--- src/rtl/tgarle_pkg.sv ---
`default_nettype none

package tgarle_pkg;

  localparam int unsigned MAX_COLUMNS = 4096;
  localparam int unsigned MAX_ROWS    = 4096;

  localparam int unsigned DIM_W     = 13;
  localparam int unsigned POS_W     = 12;
  localparam int unsigned IDX_W     = 24;
  localparam int unsigned PIX_W     = 32;
  localparam int unsigned CFG_IDX_W = 2;

  localparam logic [CFG_IDX_W-1:0] CFG_COLUMNS   = 2'd0;
  localparam logic [CFG_IDX_W-1:0] CFG_ROWS      = 2'd1;
  localparam logic [CFG_IDX_W-1:0] CFG_FOUR_BYTE = 2'd2;
  localparam logic [CFG_IDX_W-1:0] CFG_FLIP      = 2'd3;

  localparam logic [7:0] HDR_REPEAT_MIN = 8'd128;
  localparam logic [7:0] REPEAT_BIAS    = 8'd127;

  typedef struct packed {
    logic clear;
    logic check;
    logic commit;
  } place_ctrl_t;

  typedef struct packed {
    logic blocked;
    logic done;
  } place_stat_t;

endpackage

`default_nettype wire

--- src/rtl/tgarle_place.sv ---
`default_nettype none

module tgarle_place import tgarle_pkg::*; (
  input  logic             clk_i,
  input  logic             rst_ni,
  input  logic [DIM_W-1:0] columns_i,
  input  logic [DIM_W-1:0] rows_i,
  input  logic             flip_i,
  input  place_ctrl_t      ctrl_i,
  output place_stat_t      stat_o,
  output logic [IDX_W-1:0] index_o
);

  logic [DIM_W-1:0]       cols;
  logic [DIM_W-1:0]       rows;
  logic [POS_W-1:0]       col_q;
  logic [POS_W-1:0]       row_q;
  logic                   fin_q;
  logic [POS_W+DIM_W-1:0] prod_q;
  logic [POS_W+DIM_W-1:0] prod_d;
  logic [DIM_W-1:0]       dest_row;
  logic [DIM_W-1:0]       col_inc;
  logic [DIM_W-1:0]       row_inc;
  logic                   out_of_range;
  logic                   wrap;
  logic                   done;

  always_comb begin
    cols = columns_i;
    if (cols == '0) begin
      cols = DIM_W'(1);
    end else if (cols > DIM_W'(MAX_COLUMNS)) begin
      cols = DIM_W'(MAX_COLUMNS);
    end
    rows = rows_i;
    if (rows == '0) begin
      rows = DIM_W'(1);
    end else if (rows > DIM_W'(MAX_ROWS)) begin
      rows = DIM_W'(MAX_ROWS);
    end
  end

  assign out_of_range = ({1'b0, col_q} >= cols) || ({1'b0, row_q} >= rows);

  // The row is in range whenever the product is used, so it fits POS_W bits.
  assign dest_row = flip_i ? (rows - DIM_W'(1) - {1'b0, row_q}) : {1'b0, row_q};
  assign prod_d   = (POS_W+DIM_W)'(dest_row[POS_W-1:0]) * (POS_W+DIM_W)'(cols);

  assign col_inc = {1'b0, col_q} + DIM_W'(1);
  assign row_inc = {1'b0, row_q} + DIM_W'(1);
  assign wrap    = col_inc >= cols;
  assign done    = wrap && (row_inc >= rows);

  assign index_o        = prod_q[IDX_W-1:0] + IDX_W'(col_q);
  assign stat_o.blocked = fin_q || out_of_range;
  assign stat_o.done    = done;

  always_ff @(posedge clk_i or negedge rst_ni) begin
    if (!rst_ni) begin
      col_q <= '0;
      row_q <= '0;
      fin_q <= 1'b0;
    end else if (ctrl_i.clear) begin
      col_q <= '0;
      row_q <= '0;
      fin_q <= 1'b0;
    end else if (ctrl_i.check) begin
      if (out_of_range) begin
        fin_q <= 1'b1;
      end
    end else if (ctrl_i.commit) begin
      if (wrap) begin
        col_q <= '0;
        row_q <= row_inc[POS_W-1:0];
      end else begin
        col_q <= col_inc[POS_W-1:0];
      end
      if (done) begin
        fin_q <= 1'b1;
      end
    end
  end

  always_ff @(posedge clk_i) begin
    if (ctrl_i.check) begin
      prod_q <= prod_d;
    end
  end

endmodule

`default_nettype wire

--- src/rtl/tga_rle_pixel_decoder.sv ---
// Channel   Handshake                  Payload
// in        in_valid_i / in_ready_o    data_byte_i, image_start_i
// out       out_valid_o / out_ready_i  first/second pixel and index, flags
// cfg       cfg_valid_i / cfg_ready_o  cfg_index_i, cfg_data_i
//
// A header byte or a non-final pixel byte leaves the sequencer idle, so the input stays ready.
// A completed pixel holds the input while each placed pixel passes the multiply
// state and then the add state, and each result word passes the emit state; one
// shared multiply-add places the pixels of a repeat packet one after another.
// Reset clears all counters and sets the registers to one column, one row.
// A stalled output holds the sequencer only when a second word is ready.
`default_nettype none

module tga_rle_pixel_decoder import tgarle_pkg::*; (
  input  logic                 clk_i,
  input  logic                 rst_ni,
  input  logic                 in_valid_i,
  output logic                 in_ready_o,
  input  logic [7:0]           data_byte_i,
  input  logic                 image_start_i,
  output logic                 out_valid_o,
  input  logic                 out_ready_i,
  output logic [PIX_W-1:0]     first_pixel_o,
  output logic [IDX_W-1:0]     first_index_o,
  output logic [PIX_W-1:0]     second_pixel_o,
  output logic [IDX_W-1:0]     second_index_o,
  output logic                 second_valid_o,
  output logic                 run_last_o,
  output logic                 image_done_o,
  input  logic                 cfg_valid_i,
  output logic                 cfg_ready_o,
  input  logic [CFG_IDX_W-1:0] cfg_index_i,
  input  logic [DIM_W-1:0]     cfg_data_i
);

  localparam logic [1:0] ST_IDLE = 2'd0;
  localparam logic [1:0] ST_MUL  = 2'd1;
  localparam logic [1:0] ST_ADD  = 2'd2;
  localparam logic [1:0] ST_EMIT = 2'd3;

  logic [DIM_W-1:0] columns_q;
  logic [DIM_W-1:0] rows_q;
  logic             four_q;
  logic             flip_q;

  logic [1:0]       state_q;
  logic             exp_hdr_q;
  logic             rep_q;
  logic [7:0]       remain_q;
  logic [1:0]       bpos_q;
  logic [PIX_W-1:0] gather_q;
  logic [7:0]       cnt_q;
  logic             slot_q;
  logic             last_q;
  logic             out_valid_q;

  logic [PIX_W-1:0] pix_q;
  logic [PIX_W-1:0] p_first_pix_q;
  logic [IDX_W-1:0] p_first_idx_q;
  logic [PIX_W-1:0] p_second_pix_q;
  logic [IDX_W-1:0] p_second_idx_q;
  logic             p_sv_q;
  logic             p_done_q;
  logic [PIX_W-1:0] o_first_pix_q;
  logic [IDX_W-1:0] o_first_idx_q;
  logic [PIX_W-1:0] o_second_pix_q;
  logic [IDX_W-1:0] o_second_idx_q;
  logic             o_sv_q;
  logic             o_last_q;
  logic             o_done_q;

  logic             in_acc;
  logic             exp_b;
  logic             rep_b;
  logic [7:0]       remain_b;
  logic [1:0]       bpos_b;
  logic [PIX_W-1:0] gather_b;
  logic [PIX_W-1:0] gather_new;
  logic [1:0]       last_pos;
  logic [7:0]       remain_dec;
  logic [PIX_W-1:0] rgba;
  logic             pair_last;
  logic             emit_load;

  place_ctrl_t      pctrl;
  place_stat_t      pstat;
  logic [IDX_W-1:0] pindex;

  assign cfg_ready_o = 1'b1;
  assign in_ready_o  = (state_q == ST_IDLE);
  assign in_acc      = in_valid_i && in_ready_o;

  always_ff @(posedge clk_i or negedge rst_ni) begin
    if (!rst_ni) begin
      columns_q <= DIM_W'(1);
      rows_q    <= DIM_W'(1);
      four_q    <= 1'b0;
      flip_q    <= 1'b0;
    end else if (cfg_valid_i && cfg_ready_o) begin
      unique case (cfg_index_i)
        CFG_COLUMNS:   columns_q <= cfg_data_i;
        CFG_ROWS:      rows_q    <= cfg_data_i;
        CFG_FOUR_BYTE: four_q    <= cfg_data_i[0];
        CFG_FLIP:      flip_q    <= cfg_data_i[0];
        default:       ;
      endcase
    end
  end

  // A start flag clears the packet state before this byte is decoded.
  assign exp_b    = image_start_i ? 1'b1 : exp_hdr_q;
  assign rep_b    = image_start_i ? 1'b0 : rep_q;
  assign remain_b = image_start_i ? '0 : remain_q;
  assign bpos_b   = image_start_i ? '0 : bpos_q;
  assign gather_b = image_start_i ? '0 : gather_q;

  assign gather_new = gather_b | (PIX_W'(data_byte_i) << {bpos_b, 3'b000});
  assign last_pos   = four_q ? 2'd3 : 2'd2;
  assign remain_dec = (remain_b != '0) ? (remain_b - 8'd1) : '0;
  assign rgba       = {gather_new[23:16], gather_new[15:8], gather_new[7:0],
                       four_q ? gather_new[31:24] : 8'h00};
  assign pair_last  = (cnt_q == 8'd1) || pstat.done;
  assign emit_load  = (state_q == ST_EMIT) && (!out_valid_q || out_ready_i);

  assign pctrl.clear  = in_acc && image_start_i;
  assign pctrl.check  = (state_q == ST_MUL);
  assign pctrl.commit = (state_q == ST_ADD);

  tgarle_place u_place (
    .clk_i     (clk_i),
    .rst_ni    (rst_ni),
    .columns_i (columns_q),
    .rows_i    (rows_q),
    .flip_i    (flip_q),
    .ctrl_i    (pctrl),
    .stat_o    (pstat),
    .index_o   (pindex)
  );

  always_ff @(posedge clk_i or negedge rst_ni) begin
    if (!rst_ni) begin
      state_q     <= ST_IDLE;
      exp_hdr_q   <= 1'b1;
      rep_q       <= 1'b0;
      remain_q    <= '0;
      bpos_q      <= '0;
      gather_q    <= '0;
      cnt_q       <= '0;
      slot_q      <= 1'b0;
      last_q      <= 1'b0;
      out_valid_q <= 1'b0;
    end else begin
      if (emit_load) begin
        out_valid_q <= 1'b1;
      end else if (out_ready_i) begin
        out_valid_q <= 1'b0;
      end
      unique case (state_q)
        ST_IDLE: begin
          if (in_acc) begin
            if (exp_b) begin
              exp_hdr_q <= 1'b0;
              bpos_q    <= '0;
              gather_q  <= '0;
              if (data_byte_i < HDR_REPEAT_MIN) begin
                rep_q    <= 1'b0;
                remain_q <= data_byte_i + 8'd1;
              end else begin
                rep_q    <= 1'b1;
                remain_q <= data_byte_i - REPEAT_BIAS;
              end
            end else if (bpos_b < last_pos) begin
              exp_hdr_q <= exp_b;
              rep_q     <= rep_b;
              remain_q  <= remain_b;
              bpos_q    <= bpos_b + 2'd1;
              gather_q  <= gather_new;
            end else begin
              rep_q    <= rep_b;
              bpos_q   <= '0;
              gather_q <= '0;
              slot_q   <= 1'b0;
              state_q  <= ST_MUL;
              if (!rep_b) begin
                remain_q  <= remain_dec;
                exp_hdr_q <= (remain_dec == '0);
                cnt_q     <= 8'd1;
              end else begin
                remain_q  <= '0;
                exp_hdr_q <= 1'b1;
                cnt_q     <= remain_b;
              end
            end
          end
        end
        ST_MUL: begin
          if (pstat.blocked) begin
            // A dropped pixel ends the run; a half-filled word still goes out.
            if (slot_q) begin
              last_q  <= 1'b1;
              state_q <= ST_EMIT;
            end else begin
              state_q <= ST_IDLE;
            end
          end else begin
            state_q <= ST_ADD;
          end
        end
        ST_ADD: begin
          cnt_q <= cnt_q - 8'd1;
          if (!slot_q && !pair_last) begin
            slot_q  <= 1'b1;
            state_q <= ST_MUL;
          end else begin
            last_q  <= pair_last;
            state_q <= ST_EMIT;
          end
        end
        ST_EMIT: begin
          if (emit_load) begin
            slot_q  <= 1'b0;
            state_q <= last_q ? ST_IDLE : ST_MUL;
          end
        end
        default: state_q <= ST_IDLE;
      endcase
    end
  end

  always_ff @(posedge clk_i) begin
    if (in_acc && !exp_b && !(bpos_b < last_pos)) begin
      pix_q <= rgba;
    end
    if (state_q == ST_ADD) begin
      p_done_q <= pstat.done;
      if (!slot_q) begin
        p_first_pix_q  <= pix_q;
        p_first_idx_q  <= pindex;
        p_second_pix_q <= '0;
        p_second_idx_q <= '0;
        p_sv_q         <= 1'b0;
      end else begin
        p_second_pix_q <= pix_q;
        p_second_idx_q <= pindex;
        p_sv_q         <= 1'b1;
      end
    end
    if (emit_load) begin
      o_first_pix_q  <= p_first_pix_q;
      o_first_idx_q  <= p_first_idx_q;
      o_second_pix_q <= p_second_pix_q;
      o_second_idx_q <= p_second_idx_q;
      o_sv_q         <= p_sv_q;
      o_last_q       <= last_q;
      o_done_q       <= p_done_q;
    end
  end

  assign out_valid_o    = out_valid_q;
  assign first_pixel_o  = o_first_pix_q;
  assign first_index_o  = o_first_idx_q;
  assign second_pixel_o = o_second_pix_q;
  assign second_index_o = o_second_idx_q;
  assign second_valid_o = o_sv_q;
  assign run_last_o     = o_last_q;
  assign image_done_o   = o_done_q;

`ifndef NO_ASSERTIONS
  a_done_ends_run: assert property (@(posedge clk_i) disable iff (!rst_ni)
    out_valid_o && image_done_o |-> run_last_o)
    else $error("image_done without run_last");

  a_single_zero: assert property (@(posedge clk_i) disable iff (!rst_ni)
    out_valid_o && !second_valid_o |-> (second_pixel_o == '0) && (second_index_o == '0))
    else $error("second pixel not cleared in a single-pixel word");

  a_count_live: assert property (@(posedge clk_i) disable iff (!rst_ni)
    (state_q == ST_MUL) || (state_q == ST_ADD) |-> (cnt_q != '0))
    else $error("pixel count exhausted while placing");

  a_half_word_flushed: assert property (@(posedge clk_i) disable iff (!rst_ni)
    (state_q == ST_IDLE) |-> !slot_q)
    else $error("half-filled word left behind");
`endif

endmodule

`default_nettype wire

--- config.mk ---
export PLATFORM = sky130hd
export DESIGN_NAME = tga_rle_pixel_decoder
export DESIGN_NICKNAME = d
export VERILOG_FILES = /design/src/rtl/tgarle_pkg.sv /design/src/rtl/tgarle_place.sv /design/src/rtl/tga_rle_pixel_decoder.sv
export SDC_FILE = /design/constraint.sdc
export NUM_CORES = 1
export LEC_CHECK = 0
export CORE_UTILIZATION = 65
export CTS_CLUSTER_DIAMETER = 80
export DETAILED_ROUTE_END_ITERATION = 8
export DONT_BUFFER_PORTS = 1
export PLACE_DENSITY_LB_ADDON = 0.3
export SETUP_SLACK_MARGIN = 0.3
export SLEW_MARGIN = 20
export SYNTH_ARGS = -nofsm -noshare
export SYNTH_HDL_FRONTEND = slang
export SYNTH_SLANG_ARGS = --single-unit
--- constraint.sdc ---
create_clock -name clk_i -period 9.65 [get_ports clk_i]
set_clock_uncertainty 0.15 [all_clocks]
set_input_delay 0 -clock clk_i [delete_from_list [all_inputs] [get_ports clk_i]]
set_output_delay 0 -clock clk_i [all_outputs]
set_load 0.05 [all_outputs]
# --- After elaboration in Yosys (flattened, before gate mapping) ---
# Cells that the tools add are included.
totals:
  regBits: 395
  out_inout_bits: 118
op_classes:
  add_sub_neg: 10
  n_mul: 1
  order_cmp: 8
  n_eq_ne: 17
  n_shift: 1
  n_mux: 65
  n_bitwise: 2
  n_reduce_logical: 43
ops:
  columns: ["op", "n"]
  rows:
  - ["$mux W12", 9]
  - ["$mux W32", 3]
  - ["$mux W8", 10]
  - ["$mux W13", 4]
  - ["$or A32 B32 Y32", 1]
  - ["$shl A8 B5 Y32", 1]
  - ["$add A12 B1 Y13 const B", 2]
  - ["$ge A12 B13 Y1", 2]
  - ["$ge A13 B13 Y1", 2]
  - ["$gt A13 B13 Y1 const B", 2]
  - ["$logic_not A13 Y1", 2]
  - ["$mux W1", 25]
  - ["$add A24 B12 Y24", 1]
  - ["$mul A12 B13 Y24", 1]
  - ["$mux W2", 10]
  - ["$pmux W8 S2", 1]
  - ["$sub A8 B1 Y8 const B", 2]
  - ["$reduce_and A2 Y1", 7]
  - ["$reduce_and A4 Y1", 3]
  - ["$sub A12 B1 Y12 const B", 1]
  - ["$sub A12 B12 Y12", 1]
  - ["$ne A2 B2 Y1 const B", 5]
  - ["$reduce_bool A2 Y1", 5]
  - ["$reduce_bool A3 Y1", 3]
  - ["22 further kinds", 44]

# --- Longest topological paths before layout ---
logic_depth:
  ltp_word: 10
  mapped_depth: 33

# --- Hierarchy ---
# Synthesis repeated with hierarchy kept, for this count alone.
hier_totals:
  hier_cells: 1901
  hier_area_um2: 22406.5
by_module_without_submodules:
  columns: ["module", "n_inst", "cells_per_inst", "area_per_inst_um2"]
  rows:
  - ["tga_rle_pixel_decoder", 1, 752, 12599.6]
  - ["tgarle_place", 1, 1149, 9806.9]

# --- Worst setup path after synthesis ---
# Ideal clock, no wire load.
synth_timing:
  kind: "register -> register"
  from: "register rows_q[8]"
  to: "register u_place.prod_q[23] (data pin)"
  arrival_time_ns: 6.979
  path_slack_ns: 2.259
  path_stages_with_launch: 31
  synth_period_minus_slack_ns: 7.391
  path_cell_list: "dfrtp_1 -> nor3_1 -> a31oi_1 -> nor2_1 -> ha_1 -> fa_1 -> a21o_1 -> a21o_1 -> a21o_1 -> a21o_1 -> a21oi_2 -> o2111ai_1 -> nand3_1 -> nand2_1 -> fa_1 -> fa_1 -> fa_1 -> inv_1 -> fa_1 -> inv_1 -> fa_1 -> inv_1 -> ha_1 -> o21a_1 -> a2bb2oi_1 -> nand3_1 -> nand4_1 -> a2111oi_0 -> or3_1 -> o21ai_0 -> xnor2_1"
synth_via:
  elab_chain_cells: 7
synth_lines:
  columns: ["element", "line", "text"]
  rows:
  - ["start: declaration", "tga_rle_pixel_decoder.sv:42", "logic [DIM_W-1:0] rows_q;"]
  - ["start signal: assignment", "tga_rle_pixel_decoder.sv:102", "CFG_ROWS: rows_q <= cfg_data_i;"]
  - ["$gt A13 B13 Y1", "tgarle_place.sv:38", "end else if (rows > DIM_W'(MAX_ROWS)) begin"]
  - ["$mux W13", "tgarle_place.sv:38", null]
  - ["$mux W13 (*)", "tgarle_place.sv:36", "if (rows == '0) begin"]
  - ["$sub A12 B1 Y12 (*)", "tgarle_place.sv:46", "assign dest_row = flip_i ? (rows - DIM_W'(1) - {1'b0, row_q}) : {1'b0, row_q};"]
  - ["$sub A12 B12 Y12 (*)", "tgarle_place.sv:46", null]
  - ["$mux W12 (*)", "tgarle_place.sv:46", null]
  - ["$mul A12 B13 Y24 (*)", "tgarle_place.sv:47", "assign prod_d = (POS_W+DIM_W)'(dest_row[POS_W-1:0]) * (POS_W+DIM_W)'(cols);"]
  - ["named net u_place.prod_d[23]", "tgarle_place.sv:20", "logic [POS_W+DIM_W-1:0] prod_d;"]
  - ["end signal: assignment", "tgarle_place.sv:86", "prod_q <= prod_d;"]
  - ["end: declaration", "tgarle_place.sv:19", "logic [POS_W+DIM_W-1:0] prod_q;"]
# The timed path passes the listed nets; every way through them passes the cells marked *.
# A chain may end at the register's enable or synchronous reset.

# --- Worst setup path in the final report ---
layout_timing:
  from: "register rows_q[4]"
  to: "register u_place.prod_q[23] (data pin)"
# Same word-level chain as after synthesis.

==> qor.csv <==
metric,value,unit
nets,2305,
yosys.cell_count.top_type,edfxtp_1,
syn_inst,1982,
start_kind,flop,
grt_max_degree,108,
antenna-diode-count,0,
cp_num_buf_inv,3,
drtPass1Iterations,5,
setup_viol,0,
path_class,reg2reg,
cts-root-buf,clkbuf_16,
period_needed,8320,ps
critPathMaxStageDelay,530,ps
portBuffers,0,
netSwitchingFraction,0.425,
fin_crit_sh,0.862,
ys_types,73,
irDropWorstVdd,0.246,mV
first_iter_violations,1723,
vias,15500,
tns,0,ps
ios,147,
crit_top_cell,fa_1,
r2r_slack,1330,ps
cp.depth,30,
worstMarginPinSlew,1080,ps
synth_edf_count,285,
cp.arrival,8480,ps
p_int,4.66,mW
synth_nets,2269,
power_frac_comb,0.433,
htreeDepth,2,
rsz0062_at_grt,false,
antenna_found_initial,0,
slew_violations,0,
grt_overflow,0,
ys_seq_area_frac,0.499,
grt_pass1_wl,86300,um
syn_to_final_growth,10.0,%
core-area,34500,sq um
power,8.11,mW
powerDensity,325,nW/um^2
die_w,189,um
p_switching,3.45,mW
cp-end-kind,flop,
cpLargestDelayFamily,adder cells,
drtAntennaViolNets,0,
synth_common_cells,"edfxtp_1, inv_1, nand2_1",
die_y,189,um
timing.fmax,0.120,GHz
syn_area,22700,sq um
min_path_type,in2reg,
clkTransAtPathRegs,60,ps
synth_area_per_cell,11.4,sq um
synth_warnings,0,
ys_async_sr_fraction,0.278,
cts.sinks,395,
grt_pass1_vias,15700,
hold_viol_final,0,
dieArea,35700,sq um
cts.repair.resized,0,
grt_usage,0.315,
synth_top_cell_by_area,edfxtp_1,
rr_worst_depth,30,
dp.final_hpwl,37400,um
vias_per_cell,6.18,
critPathRequiredTime,9810,ps
gp_congestion,0.945,
status,"complete, no violations",
power_leakage,10.4,nW
insertion_delay,600,ps
cts_buffers,40,
synth-seq-cells,395,
cts_tree,built,
seqPwrFrac,0.377,
drcViolationCount,0,
clkPwrFrac,0.190,
drv_cap,0,
synth_top_area_frac,0.377,
routed_wl,54700,um
hold_depth,2,
slew_headroom,0.276,
initial_utilization,0.658,
drive_above_1_share,0.0683,
ys.flop_type,edfxtp_1,
critPathSlowestCell,fa_1,
cts_buffer_depth,3,
rows,68,
post_drt_wl_per_cell,21.8,um
synth_area_leaders,"edfxtp_1, dfrtp_1, fa_1, ha_1, inv_1",
path_max_fanout,7,
what timing repair did:
action | in CTS | in global routing
endpoints found under the hold margin | 230 | 0
hold buffers | 47 | 0
buffers inserted | 0 | 0
area by class of cell:
type | instances | area (sq um)
clock buffer | 54 | 1070
tap | 455 | 569
multi-input combinational | 1298 | 10300
sequential | 395 | 11300
clock inverter | 20 | 213
inverter | 210 | 788
fill | 2247 | 9500
timing repair buffer | 73 | 701
placed cells by master, fill, tap and decap left out, types with 61 or more instances in the layout:
master / Yosys / final
edfxtp_1: 285 / 285
inv_1: 210 / 210
nand2_1: 207 / 207
ha_1: 147 / 146
fa_1: 111 / 111
dfrtp_1: 107 / 107
nor2_1: 107 / 106
and2_1: 80 / 80
o21ai_0: 78 / 72
xnor2_1: 61 / 61
power by group through the flow:
stage	clock network, mW	registers (mW)	logic (mW)
after floorplan	0	2.97	2.61
after global placement	0	3.04	3.26
after detailed placement	0	3.08	3.39
after CTS	1.55	3.05	3.50
after global routing	1.61	3.09	3.94
final	1.54	3.06	3.51
per-layer routing:
| metal | wire (um) | up-vias | track usage |
|---|---|---|---|
| li1 | - | 6939 | - |
| met1 | 21900 | 7637 | 0.416 |
| met2 | 27000 | 756 | 0.522 |
| met3 | 3820 | 144 | 0.0495 |
| met4 | 1990 | 0 | 0.134 |
| met5 | 0 | - | 0 |
state kept, by name (all words and copies together) (netlist names), 13 cells and up:
register / cells
rows_q: 13
gather_q: 32
p_first_pix_q: 32
p_second_idx_q: 24
first_pixel_o: 32
pix_q: 32
columns_q: 13
first_index_o: 24
p_first_idx_q: 24
u_place.prod_q: 24
p_second_pix_q: 32
second_pixel_o: 32
second_index_o: 24
cell families after synthesis:
group,after synthesis,synth area share
other,1,0.000165
AOI/OAI and AO/OA,315,0.0933
adders and majority gates,258,0.179
buffers and inverters,289,0.0486
and+or+nand+nor,614,0.134
muxes,33,0.0169
xor gates and xnor gates,77,0.0297
DFF,395,0.499
worst paths after layout:
check	from	to
max reg2reg	rows_q[4]$_DFFE_PN0P_	u_place.prod_q[23]$_DFFE_PP_
min reg2reg	p_sv_q$_DFFE_PP_	second_valid_o$_DFFE_PP_
max in group asynchronous	rst_ni	columns_q[8]$_DFFE_PN0P_
max	rows_q[4]$_DFFE_PN0P_	u_place.prod_q[23]$_DFFE_PP_
min in group asynchronous	rst_ni	exp_hdr_q$_DFFE_PN1P_
min	cfg_index_i[0]	rows_q[11]$_DFFE_PN0P_
metrics by stage:
stage	area, sq um	utilization	hold WS, ps	instances	setup WS (ps)
floorplan	22700	-	-446	1982	2260
global placement	23200	0.672	-443	2384	1590
detailed placement	23200	0.672	-443	2384	1430
CTS	25000	0.724	4.16	2505	1390
global route	25000	0.724	21.7	2505	896
finish	25000	0.724	5.99	2505	1330
worst register-to-register path, delay by kind of cell, from the launching register on:
kind	cells	cell delay, ps
buffers and inverters	3	150
xor gates and xnor gates	1	140
AOI/OAI and AO/OA	10	2180
and+or+nand+nor	8	1620
adders and majority gates	8	3410
DFF	1	390
Power figures use the tool's default switching activity.
